===== config.mk =====
export PLATFORM = sky130hd
export DESIGN_NAME = joystick_servo_rate_controller_top
export DESIGN_NICKNAME = d
export VERILOG_FILES = /design/src/rtl/core/jsrc_pkg.sv /design/src/rtl/core/joystick_servo_rate_controller_top.sv
export SDC_FILE = /design/constraint.sdc
export NUM_CORES = 1
export LEC_CHECK = 0
export ABC_AREA = 1
export CAP_MARGIN = 15
export CORE_AREA = 2 2 222 224
export DETAILED_ROUTE_END_ITERATION = 8
export DIE_AREA = 0 0 224 226
export DONT_BUFFER_PORTS = 1
export PLACE_DENSITY = 0.55
export RECOVER_POWER = 100
export SLEW_MARGIN = 20
export SYNTH_ARGS = -nofsm -noshare
export SYNTH_HDL_FRONTEND = slang
export SYNTH_SLANG_ARGS = --single-unit

===== constraint.sdc =====
create_clock -name clk -period 13.2 [get_ports clk]
set_clock_uncertainty 0.1 [all_clocks]
set_input_delay 1.98 -clock clk [delete_from_list [all_inputs] [get_ports clk]]
set_output_delay 1.98 -clock clk [all_outputs]
set_load 0.005 [all_outputs]

===== src/rtl/core/jsrc_pkg.sv =====
`timescale 1ns / 1ps
// ----------------------------------------------------------------------------
// jsrc_pkg: shared types, constants and helpers for the joystick servo rate
// controller.
// ----------------------------------------------------------------------------
package jsrc_pkg;

    localparam int SampleWidth = 12;
    localparam int PulseWidth  = 12;
    localparam int ModeWidth   = 2;
    localparam int DelayWidth  = 4;
    localparam int CfgIdxWidth = 3;
    localparam int CfgDataWidth = 12;

    typedef logic [SampleWidth-1:0] sample_t;
    typedef logic [PulseWidth-1:0]  pulse_t;
    typedef logic [ModeWidth-1:0]   mode_t;
    typedef logic [DelayWidth-1:0]  delay_t;
    typedef logic [CfgIdxWidth-1:0] cfg_idx_t;
    typedef logic [2:0]             step_t;

    // Configuration register indexes.
    localparam cfg_idx_t REG_CENTER_X        = 3'd0;
    localparam cfg_idx_t REG_CENTER_Y        = 3'd1;
    localparam cfg_idx_t REG_CENTER_PULSE    = 3'd2;
    localparam cfg_idx_t REG_MIN_PULSE       = 3'd3;
    localparam cfg_idx_t REG_MAX_PULSE       = 3'd4;
    localparam cfg_idx_t REG_DEADZONE_COARSE = 3'd5;
    localparam cfg_idx_t REG_DEADZONE_FINE   = 3'd6;

    // Reset values of the configuration registers.
    localparam sample_t RST_CENTER_X        = 12'd2048;
    localparam sample_t RST_CENTER_Y        = 12'd2048;
    localparam pulse_t  RST_CENTER_PULSE    = 12'd1450;
    localparam pulse_t  RST_MIN_PULSE       = 12'd500;
    localparam pulse_t  RST_MAX_PULSE       = 12'd2400;
    localparam sample_t RST_DEADZONE_COARSE = 12'd500;
    localparam sample_t RST_DEADZONE_FINE   = 12'd100;

    // Speed modes.
    localparam mode_t MODE_FAST   = 2'd0;
    localparam mode_t MODE_MEDIUM = 2'd1;
    localparam mode_t MODE_SLOW   = 2'd2;
    localparam mode_t MODE_UNUSED = 2'd3;

    function automatic mode_t mode_advance(mode_t m);
        mode_t r;
        unique case (m)
            MODE_FAST:   r = MODE_MEDIUM;
            MODE_MEDIUM: r = MODE_SLOW;
            MODE_SLOW:   r = MODE_FAST;
            default:     r = MODE_MEDIUM;
        endcase
        return r;
    endfunction

    function automatic step_t mode_step(mode_t m);
        step_t r;
        unique case (m)
            MODE_FAST:   r = 3'd5;
            MODE_MEDIUM: r = 3'd2;
            default:     r = 3'd1;
        endcase
        return r;
    endfunction

    function automatic delay_t mode_delay(mode_t m);
        delay_t r;
        unique case (m)
            MODE_FAST:   r = 4'd5;
            MODE_MEDIUM: r = 4'd10;
            default:     r = 4'd15;
        endcase
        return r;
    endfunction

    // Clamp a signed candidate position; the lower limit is checked first,
    // so a value below it clamps to it even when the limits are inverted.
    function automatic pulse_t clamp_pulse(logic signed [PulseWidth+1:0] v,
                                           pulse_t lo, pulse_t hi);
        pulse_t r;
        priority if (v < $signed({2'b00, lo})) r = lo;
        else if (v > $signed({2'b00, hi}))     r = hi;
        else                                   r = v[PulseWidth-1:0];
        return r;
    endfunction

endpackage


===== src/rtl/core/joystick_servo_rate_controller_top.sv =====
`timescale 1ns / 1ps
// ----------------------------------------------------------------------------
// joystick_servo_rate_controller_top
// Pan/tilt servo rate controller driven by joystick ticks and two buttons.
// ----------------------------------------------------------------------------
//
//  Channel | Direction | Handshake          | Payload
//  --------+-----------+--------------------+--------------------------------
//  in      | sink      | in_valid/in_ready  | joy_x, joy_y, speed_key,
//          |           |                    | center_button
//  out     | source    | out_valid/out_ready| pan_pulse, tilt_a_pulse,
//          |           |                    | tilt_b_pulse, speed_mode,
//          |           |                    | tick_delay_ms
//  cfg     | sink      | cfg_valid/cfg_ready| cfg_index, cfg_data
//
//  One tick is accepted per clock cycle while the result side is not
//  stalled. A tick lands in the input register, and a single pass of
//  compare, add and clamp logic then updates the controller state and the
//  result register; the state update is what limits the rate.
//  Reset clears the filters and the speed mode and puts all three servos at
//  the reset center pulse of 1450 us. A stalled result stays in the result
//  register while one more tick waits in the input register; only then does
//  in_ready drop. The cfg port is always ready and takes a write every cycle.
//
module joystick_servo_rate_controller_top (
    input  logic                   clk,
    input  logic                   rst_n,
    input  logic                   in_valid,
    output logic                   in_ready,
    input  jsrc_pkg::sample_t      joy_x,
    input  jsrc_pkg::sample_t      joy_y,
    input  logic                   speed_key,
    input  logic                   center_button,
    output logic                   out_valid,
    input  logic                   out_ready,
    output jsrc_pkg::pulse_t       pan_pulse,
    output jsrc_pkg::pulse_t       tilt_a_pulse,
    output jsrc_pkg::pulse_t       tilt_b_pulse,
    output jsrc_pkg::mode_t        speed_mode,
    output jsrc_pkg::delay_t       tick_delay_ms,
    input  logic                   cfg_valid,
    output logic                   cfg_ready,
    input  jsrc_pkg::cfg_idx_t     cfg_index,
    input  logic [jsrc_pkg::CfgDataWidth-1:0] cfg_data
);
    import jsrc_pkg::*;

    // Configuration registers.
    sample_t center_x_reg;
    sample_t center_y_reg;
    pulse_t  center_pulse_reg;
    pulse_t  min_pulse_reg;
    pulse_t  max_pulse_reg;
    sample_t deadzone_coarse_reg;
    sample_t deadzone_fine_reg;

    // Input register.
    logic    s1_valid_reg;
    sample_t s1_joy_x_reg;
    sample_t s1_joy_y_reg;
    logic    s1_speed_reg;
    logic    s1_center_reg;

    // Controller state; the positions and the mode also serve as the
    // result register, which only loads when a tick advances.
    sample_t filter_x_reg, filter_x_next;
    sample_t filter_y_reg, filter_y_next;
    pulse_t  pan_reg, pan_next;
    pulse_t  tilt_a_reg, tilt_a_next;
    pulse_t  tilt_b_reg, tilt_b_next;
    mode_t   mode_reg, mode_next;
    logic    last_speed_reg;
    logic    out_valid_reg;

    logic    s1_advance;

    // Tick datapath.
    logic [SampleWidth:0]          sum_x, sum_y;
    logic signed [SampleWidth:0]   dev_x, dev_y;
    logic [SampleWidth:0]          mag_x, mag_y;
    sample_t                       deadzone;
    step_t                         step;
    logic signed [PulseWidth+1:0]  step_pos, step_neg;
    logic signed [PulseWidth+1:0]  pan_move, tilt_move;

    assign cfg_ready  = 1'b1;
    assign s1_advance = s1_valid_reg && (!out_valid_reg || out_ready);
    assign in_ready   = !s1_valid_reg || s1_advance;

    // Configuration writes; an index past the last register is dropped.
    always_ff @(posedge clk or negedge rst_n)
    begin
        if (!rst_n)
        begin
            center_x_reg        <= RST_CENTER_X;
            center_y_reg        <= RST_CENTER_Y;
            center_pulse_reg    <= RST_CENTER_PULSE;
            min_pulse_reg       <= RST_MIN_PULSE;
            max_pulse_reg       <= RST_MAX_PULSE;
            deadzone_coarse_reg <= RST_DEADZONE_COARSE;
            deadzone_fine_reg   <= RST_DEADZONE_FINE;
        end
        else if (cfg_valid)
        begin
            unique case (cfg_index)
                REG_CENTER_X:        center_x_reg        <= cfg_data;
                REG_CENTER_Y:        center_y_reg        <= cfg_data;
                REG_CENTER_PULSE:    center_pulse_reg    <= cfg_data;
                REG_MIN_PULSE:       min_pulse_reg       <= cfg_data;
                REG_MAX_PULSE:       max_pulse_reg       <= cfg_data;
                REG_DEADZONE_COARSE: deadzone_coarse_reg <= cfg_data;
                REG_DEADZONE_FINE:   deadzone_fine_reg   <= cfg_data;
                default:             ;
            endcase
        end
    end

    // Input register control.
    always_ff @(posedge clk or negedge rst_n)
    begin
        if (!rst_n)
        begin
            s1_valid_reg <= 1'b0;
        end
        else if (in_ready)
        begin
            s1_valid_reg <= in_valid;
        end
    end

    // Input register payload.
    always_ff @(posedge clk)
    begin
        if (in_valid && in_ready)
        begin
            s1_joy_x_reg  <= joy_x;
            s1_joy_y_reg  <= joy_y;
            s1_speed_reg  <= speed_key;
            s1_center_reg <= center_button;
        end
    end

    // One pass over the tick held in the input register.
    always_comb
    begin
        // A falling edge on the speed button advances the mode, even when
        // the center button is pressed in the same tick.
        if (!s1_speed_reg && last_speed_reg)
            mode_next = mode_advance(mode_reg);
        else
            mode_next = mode_reg;

        step     = mode_step(mode_next);
        deadzone = (mode_next >= MODE_SLOW) ? deadzone_fine_reg : deadzone_coarse_reg;

        sum_x = {1'b0, s1_joy_x_reg} + {1'b0, filter_x_reg};
        sum_y = {1'b0, s1_joy_y_reg} + {1'b0, filter_y_reg};

        dev_x = $signed({1'b0, sum_x[SampleWidth:1]}) - $signed({1'b0, center_x_reg});
        dev_y = $signed({1'b0, sum_y[SampleWidth:1]}) - $signed({1'b0, center_y_reg});
        mag_x = dev_x[SampleWidth] ? (SampleWidth+1)'(-dev_x) : dev_x;
        mag_y = dev_y[SampleWidth] ? (SampleWidth+1)'(-dev_y) : dev_y;

        step_pos  = $signed({{(PulseWidth-1){1'b0}}, step});
        step_neg  = -step_pos;
        pan_move  = dev_x[SampleWidth] ? step_neg : step_pos;
        tilt_move = dev_y[SampleWidth] ? step_neg : step_pos;

        filter_x_next = filter_x_reg;
        filter_y_next = filter_y_reg;
        pan_next      = pan_reg;
        tilt_a_next   = tilt_a_reg;
        tilt_b_next   = tilt_b_reg;

        if (!s1_center_reg)
        begin
            // Center press recenters all servos and leaves the filters.
            pan_next    = center_pulse_reg;
            tilt_a_next = center_pulse_reg;
            tilt_b_next = center_pulse_reg;
        end
        else
        begin
            filter_x_next = sum_x[SampleWidth:1];
            filter_y_next = sum_y[SampleWidth:1];
            if (mag_x > {1'b0, deadzone})
            begin
                pan_next = clamp_pulse($signed({2'b00, pan_reg}) + pan_move,
                                       min_pulse_reg, max_pulse_reg);
            end
            if (mag_y > {1'b0, deadzone})
            begin
                tilt_a_next = clamp_pulse($signed({2'b00, tilt_a_reg}) - tilt_move,
                                          min_pulse_reg, max_pulse_reg);
                tilt_b_next = clamp_pulse($signed({2'b00, tilt_b_reg}) + tilt_move,
                                          min_pulse_reg, max_pulse_reg);
            end
        end
    end

    // State and result register.
    always_ff @(posedge clk or negedge rst_n)
    begin
        if (!rst_n)
        begin
            filter_x_reg   <= '0;
            filter_y_reg   <= '0;
            pan_reg        <= RST_CENTER_PULSE;
            tilt_a_reg     <= RST_CENTER_PULSE;
            tilt_b_reg     <= RST_CENTER_PULSE;
            mode_reg       <= MODE_FAST;
            last_speed_reg <= 1'b1;
            out_valid_reg  <= 1'b0;
        end
        else
        begin
            if (s1_advance)
            begin
                filter_x_reg   <= filter_x_next;
                filter_y_reg   <= filter_y_next;
                pan_reg        <= pan_next;
                tilt_a_reg     <= tilt_a_next;
                tilt_b_reg     <= tilt_b_next;
                mode_reg       <= mode_next;
                last_speed_reg <= s1_speed_reg;
                out_valid_reg  <= 1'b1;
            end
            else if (out_ready)
            begin
                out_valid_reg <= 1'b0;
            end
        end
    end

    assign out_valid     = out_valid_reg;
    assign pan_pulse     = pan_reg;
    assign tilt_a_pulse  = tilt_a_reg;
    assign tilt_b_pulse  = tilt_b_reg;
    assign speed_mode    = mode_reg;
    assign tick_delay_ms = mode_delay(mode_reg);

`ifndef SYNTHESIS
    // The mode never reaches the unused code.
    a_mode_legal: assert property (@(posedge clk) disable iff (!rst_n)
        mode_reg != MODE_UNUSED)
        else $error("speed mode reached the unused code");

    // A tick held in the input register stays there until it advances.
    a_s1_hold: assert property (@(posedge clk) disable iff (!rst_n)
        s1_valid_reg && !s1_advance |=> s1_valid_reg)
        else $error("pending tick lost from input register");

    // An advancing tick always presents a result in the next cycle.
    a_result_after_advance: assert property (@(posedge clk) disable iff (!rst_n)
        s1_advance |=> out_valid_reg)
        else $error("advanced tick produced no result");

    // A center press leaves all three servos at the same position.
    a_center_equal: assert property (@(posedge clk) disable iff (!rst_n)
        s1_advance && !s1_center_reg |=>
            (pan_reg == tilt_a_reg) && (tilt_a_reg == tilt_b_reg))
        else $error("center press left servos at different positions");

    // The reported delay follows the mode.
    a_delay_matches: assert property (@(posedge clk) disable iff (!rst_n)
        out_valid_reg |-> ((mode_reg == MODE_FAST && tick_delay_ms == 4'd5) ||
                           (mode_reg == MODE_MEDIUM && tick_delay_ms == 4'd10) ||
                           (mode_reg == MODE_SLOW && tick_delay_ms == 4'd15)))
        else $error("tick delay does not match speed mode");
`endif

endmodule


==> results.yml, run 1 <==
global_routing:
  grt_pass1_vias: 11990
  grt_max_degree: 150
  grt_usage_pct: 18.03
  grt_pass1_wl_um: 69550
  grt_antenna_before_repair: 0
  grt_overflow: 0
synthesis:
  synth_xor_xnor_area_share_pct: 5.278
  yosys_warnings: 0
  netlist-cell-type-count: 54
  synth-compound-area-share_pct: 14.07
  synth_top_family_by_area: "simple AND/OR/NAND/NOR gates"
  syn_area_mm2: 0.01427
  synth_seq_cells: 175
  synth-seq-area-share_pct: 32.00
  synth.area.mux_share_pct: 0.7716
  synthFlopType: "dfrtp_1"
  syn_inst: 1877
  synth_simple_gate_area_share_pct: 22.84
  synthArstFlopShare_pct: 85.14
  synth_fa_ha_area_share_pct: 16.76
  syn_nets: 2110
  avgSynthCellArea_um2: 7.603
  synth_edf_count: 26
timing:
  rsz0062_at_grt: "no"
  worst_pin_slew_ps: 1637
  tns_ps: 0
  fin_crit_ps: 9472
  setup_viol: 0
  min_period_over_period_pct: 71.76
  max-slew-margin-rel_pct: -9.146
  slew_violations: 27
  fmax_ghz: 0.1056
  finalHoldViolations: 0
routing:
  initialDrtViolationCount: 975
  drt-met1-wl_um: 20840
  wl_met2_um: 20680
  drc: 0
  num_vias: 12450
  wl_per_cell_um: 18.08
  antenna_left: 0
  routed.top_layer: "met4"
  viasPerCell: 5.014
  met3_length_um: 2263
  drtPass1Iterations: 7
  drt_wl_total_um: 44900
job:
  drv_cap: 1
finish:
  drive_above_1_share_pct: 5.266
  syn2layout_area_growth_pct: 7.304
  final_cell_mix: "nand2_1, inv_1, ha_1"
  final_common_cell: "nand2_1"
  fillers: 5109
  finalNetCount: 2081
  antenna_cells: 0
floorplanning:
  pin_count: 91
  die_height_um: 226
  rows: 81
  core-area_mm2: 0.04834
  die_area_mm2: 0.05062
  initial_utilization_pct: 29.52
  fp.dieW_um: 224
cts:
  cts.clk_slew.worst_paths_ps: 80
  postCtsSetupBuffers: 0
  cts-buffers-inserted: 17
  hold_buffers: 0
  h-tree-depth: 4
  clockBufferDepth: 2
  cts_sinks: 175
  cts_resized: 0
  insertion_delay_ps: 460
  cts.root.buffer_cell: "clkbuf_16"
  cts_tree: "done"
status:
  violations: "capacitance limit, slew limit"
  outcome: "complete, but fails checks"
placement:
  dp_hpwl_um: 34740
  portBuffers: 0
  routabilityCongestion: 0.8997
worst_setup_path:
  reg2reg_slack_ps: 3730
  cpPeakStageDelay_ps: 1050
  start_kind: "flip-flop"
  cp-end-kind: "flip-flop"
  worst_path_max_delay_cell: "o21ai_0"
  setup.worst_path.class: "flip-flop to flip-flop"
  cp.required_ps: 13440
  arrival_ps: 9710
  path_max_fanout: 25
min_path:
  hold_class: "flip-flop to flip-flop"
-- layer usage --
layer  global-route usage (%)  vias to the layer above
li1                         -                     6185
met1                    24.09                     5892
met2                    29.68                      322
met3                    3.149                       52
met4                    5.484                        0
met5                        0                        -
-- synth_stat cells (2+ instances only) --
master	instances	share of area, %
nor2_1	142	3.7
mux2i_1	11	0.77
o221a_2	2	0.16
buf_6	5	0.39
nand3_1	115	4.0
nand4_1	37	1.6
nor2_2	2	0.088
edfxtp_1	26	5.5
o21ai_0	137	4.8
xor2_1	61	3.7
nand2_1	423	11
o2111ai_1	2	0.12
xnor2_1	25	1.5
nand3_2	5	0.35
inv_2	7	0.18
ha_1	180	16
clkbuf_1	29	0.76
nor3_1	17	0.60
o21ai_1	8	0.28
o41ai_1	2	0.12
dfstp_2	46	8.5
inv_1	234	6.2
buf_2	10	0.35
dfrtp_1	103	18
fa_1	7	0.98
a21o_1	7	0.37
a31oi_1	9	0.39
o211ai_1	3	0.16
o21bai_1	11	0.58
nor3_2	2	0.14
nand2_2	9	0.39
a21oi_2	10	0.61
nand3b_1	7	0.37
o21a_1	3	0.16
a221oi_1	2	0.12
buf_4	7	0.37
a21oi_1	150	5.3
o221ai_1	2	0.12
nor4_1	3	0.13
or2_2	2	0.088
-- cell type report --
class                           count  area [um2]  share of cell area [%]
Tap cell                          622       778.2                   5.083
Clock inverter                     14       123.9                  0.8090
Clock buffer                       18       439.2                   2.868
Multi-Input combinational cell   1409        8481                   55.38
Sequential cell                   175        4567                   29.83
Inverter                          242       908.4                   5.932
Timing Repair Buffer                3       15.01                 0.09806
-- worst max-delay path: cells and delay by family, from the launching register on --
kind            cells  cell delay (ps)
compound gates     13             3460
xor+xnor            2              970
fa+ha+maj           4             1440
buf+inv             5              770
flops               1              370
simple gates       11             2190
-- cells by family (layout without fill, tap and decap cells) --
family                   Yosys count  in the layout
other                              1              1
adder cells (fa/ha/maj)          187            187
AND/OR/NAND/NOR                  766            766
flip-flops                       175            175
XOR/XNOR                          86             86
multiplexers                      11             11
buffers and inverters            293            277
AO/OA/AOI/OAI                    358            358
-- final timing paths --
kind | from | end | cells past startpoint
worst min register to register | deadzone_fine_reg[11] | deadzone_fine_reg[11] | 2
max in group asynchronous | rst_n | center_x_reg[11] | 0
worst max-delay path | s1_joy_y_reg[1] | tilt_a_pulse[0] | 35
min in group asynchronous | rst_n | filter_y_reg[7] | 0
worst min-delay path | deadzone_fine_reg[11] | deadzone_fine_reg[11] | 2
worst max register to register | s1_joy_y_reg[1] | tilt_a_pulse[0] | 35
-- metrics by stage --
step / cell area (um2) / utilization [%] / setup slack, ps / std cells / hold WS (ps)
6_report: 15310 / 31.67 / 3728 / 2483 / 387.5
4_1_cts: 15370 / 31.79 / 5314 / 2483 / 390.1
3_3_place_gp: 14810 / 30.63 / 5579 / 2451 / 365.4
5_1_grt: 15310 / 31.67 / 2717 / 2483 / 408.6
3_5_place_dp: 14810 / 30.63 / 5363 / 2451 / 372.3
2_1_floorplan: 14270 / - / 6873 / 1877 / 352.3
Power of run 1 is not shown: default switching activity piles up to over one toggle a cycle in this logic, so the estimate is an artifact.
==> run 2: changes to the inputs <==
==> constraint.sdc (replaced) <==
create_clock -name clk -period 9.6 [get_ports clk]
set_clock_uncertainty 0.1 [all_clocks]
set_input_delay 1.44 -clock clk [delete_from_list [all_inputs] [get_ports clk]]
set_output_delay 1.44 -clock clk [all_outputs]
set_load 0.005 [all_outputs]
==> results.yml, run 2 (synthesis gave the netlist of run 1 again) <==
cts:
  cts_resized: 0
  cts_tree: "done"
  cts_sinks: 175
  h-tree-depth: 4
  cts-buffers-inserted: 17
  postCtsSetupBuffers: 0
  cts.clk_slew.worst_paths_ps: 70
  hold_buffers: 0
  insertion_delay_ps: 450
  cts.root.buffer_cell: "clkbuf_16"
  clockBufferDepth: 2
job:
  drv_cap: 2
finish:
  drive_above_1_share_pct: 5.478
  antenna_cells: 0
  multi_input_area_mm2: 0.008503
  fillers: 5189
  syn2layout_area_growth_pct: 7.821
  fin_area_mm2: 0.01539
  final_cell_mix: "nand2_1, inv_1, ha_1"
  finalNetCount: 2082
  final_common_cell: "nand2_1"
  layout.area.seq_mm2: 0.004567
global_routing:
  grt_usage_pct: 18.29
  grt_pass1_wl_um: 70650
  grt_pass1_vias: 12090
  grt_antenna_before_repair: 0
  grt_overflow: 0
  grt_max_degree: 150
worst_setup_path:
  path_max_fanout: 13
  worst_r2r_endpoint: "pan_pulse[4]"
  cp-end-kind: "flip-flop"
  worst_path_most_repeated_cell: "a21oi_1"
  reg2regPathDepth: 38
  worst_path_max_delay_cell: "o21ai_0"
  cpPeakStageDelay_ps: 1140
  cp.required_ps: 9870
  timing.rr.start: "s1_joy_x_reg[1]"
  start_kind: "flip-flop"
  setup.worst_path.class: "flip-flop to flip-flop"
  arrival_ps: 8700
  reg2reg_slack_ps: 1170
placement:
  dp_hpwl_um: 34910
  portBuffers: 0
  routabilityCongestion: 0.9016
  place_area_mm2: 0.01481
floorplanning:
  die_area_mm2: 0.05062
  rows: 81
  die_height_um: 226
  initial_utilization_pct: 29.52
  fp.dieW_um: 224
  pin_count: 91
  core-area_mm2: 0.04834
min_path:
  hold_class: "flip-flop to flip-flop"
  hold_depth: 2
  whs_endpoint: "center_x_reg[10]"
  hp-start: "center_x_reg[10]"
timing:
  setup_viol: 0
  rsz0062_at_grt: "no"
  max-slew-margin-rel_pct: -13.88
  slew_violations: 28
  finalHoldViolations: 0
  worst_pin_slew_ps: 1708
  fin_crit_ps: 8426
  fmax_ghz: 0.1187
  tns_ps: 0
  min_period_over_period_pct: 87.77
routing:
  wl_per_cell_um: 18.25
  initialDrtViolationCount: 954
  viasPerCell: 5.035
  drtPass1Iterations: 5
  drc: 0
  num_vias: 12510
  drt_wl_total_um: 45350
  antenna_left: 0
status:
  violations: "capacitance limit, slew limit"
  outcome: "complete, but fails checks"
## run 2: cell count changes in the layout (fill, tap and decap cells not counted), sizes merged
cell	previous run	this run
clkinv	5	4
bufinv	0	1
inv	248	246
clkbuf	20	22
buf	1	2
## run 2: metrics by stage
stage	hold slack (ps)	worst slack (ps)	utilization [%]	instances
floorplan	352.3	3273	-	1877
global placement	365.4	1959	30.63	2451
detailed placement	372.5	1799	30.63	2451
CTS	389.7	1755	31.87	2483
global route	407.8	516.3	31.83	2484
finish	384.5	1174	31.83	2484
## run 2: cell type report
type | instances | share of cell area (%)
tap | 622 | 5.058
multi-input combinational | 1409 | 55.27
timing repair buffer | 4 | 0.1952
clock buffer | 20 | 3.106
inverter | 242 | 5.904
clock inverter | 12 | 0.7888
sequential | 175 | 29.68
## run 2: critical path: cells and delay by family (launching register included)
family	cells	cell delay (ps)
AOI/OAI and AO/OA	16	3220
and+or+nand+nor	14	1610
adders and majority gates	4	1550
buffers and inverters	3	1200
DFF	1	430
xor gates and xnor gates	1	240
## run 2: worst max path at each step
stage | cells past startpoint | slack [ps] | end | startpoint
after floorplan | 38 | 3270 | tilt_b_pulse[4] | s1_joy_y_reg[1]
after global placement | 35 | 1960 | tilt_a_pulse[9] | s1_joy_y_reg[1]
after detailed placement | 35 | 1800 | tilt_a_pulse[6] | s1_joy_y_reg[1]
after CTS | 34 | 1760 | tilt_a_pulse[6] | s1_joy_y_reg[1]
after global routing | 37 | 520 | tilt_b_pulse[10] | s1_joy_y_reg[1]
final | 38 | 1170 | pan_pulse[4] | s1_joy_x_reg[1]
## run 2: layer usage
| layer | GRT usage (%) | wire [um] | vias up |
|---|---|---|---|
| met5 | 0 | 0 | - |
| met4 | 6.344 | 1368 | 0 |
| met3 | 3.500 | 2644 | 55 |
| met2 | 29.62 | 20690 | 361 |
| met1 | 24.35 | 20640 | 5909 |
| li1 | - | - | 6183 |
Power of run 2 is left out for the same reason.
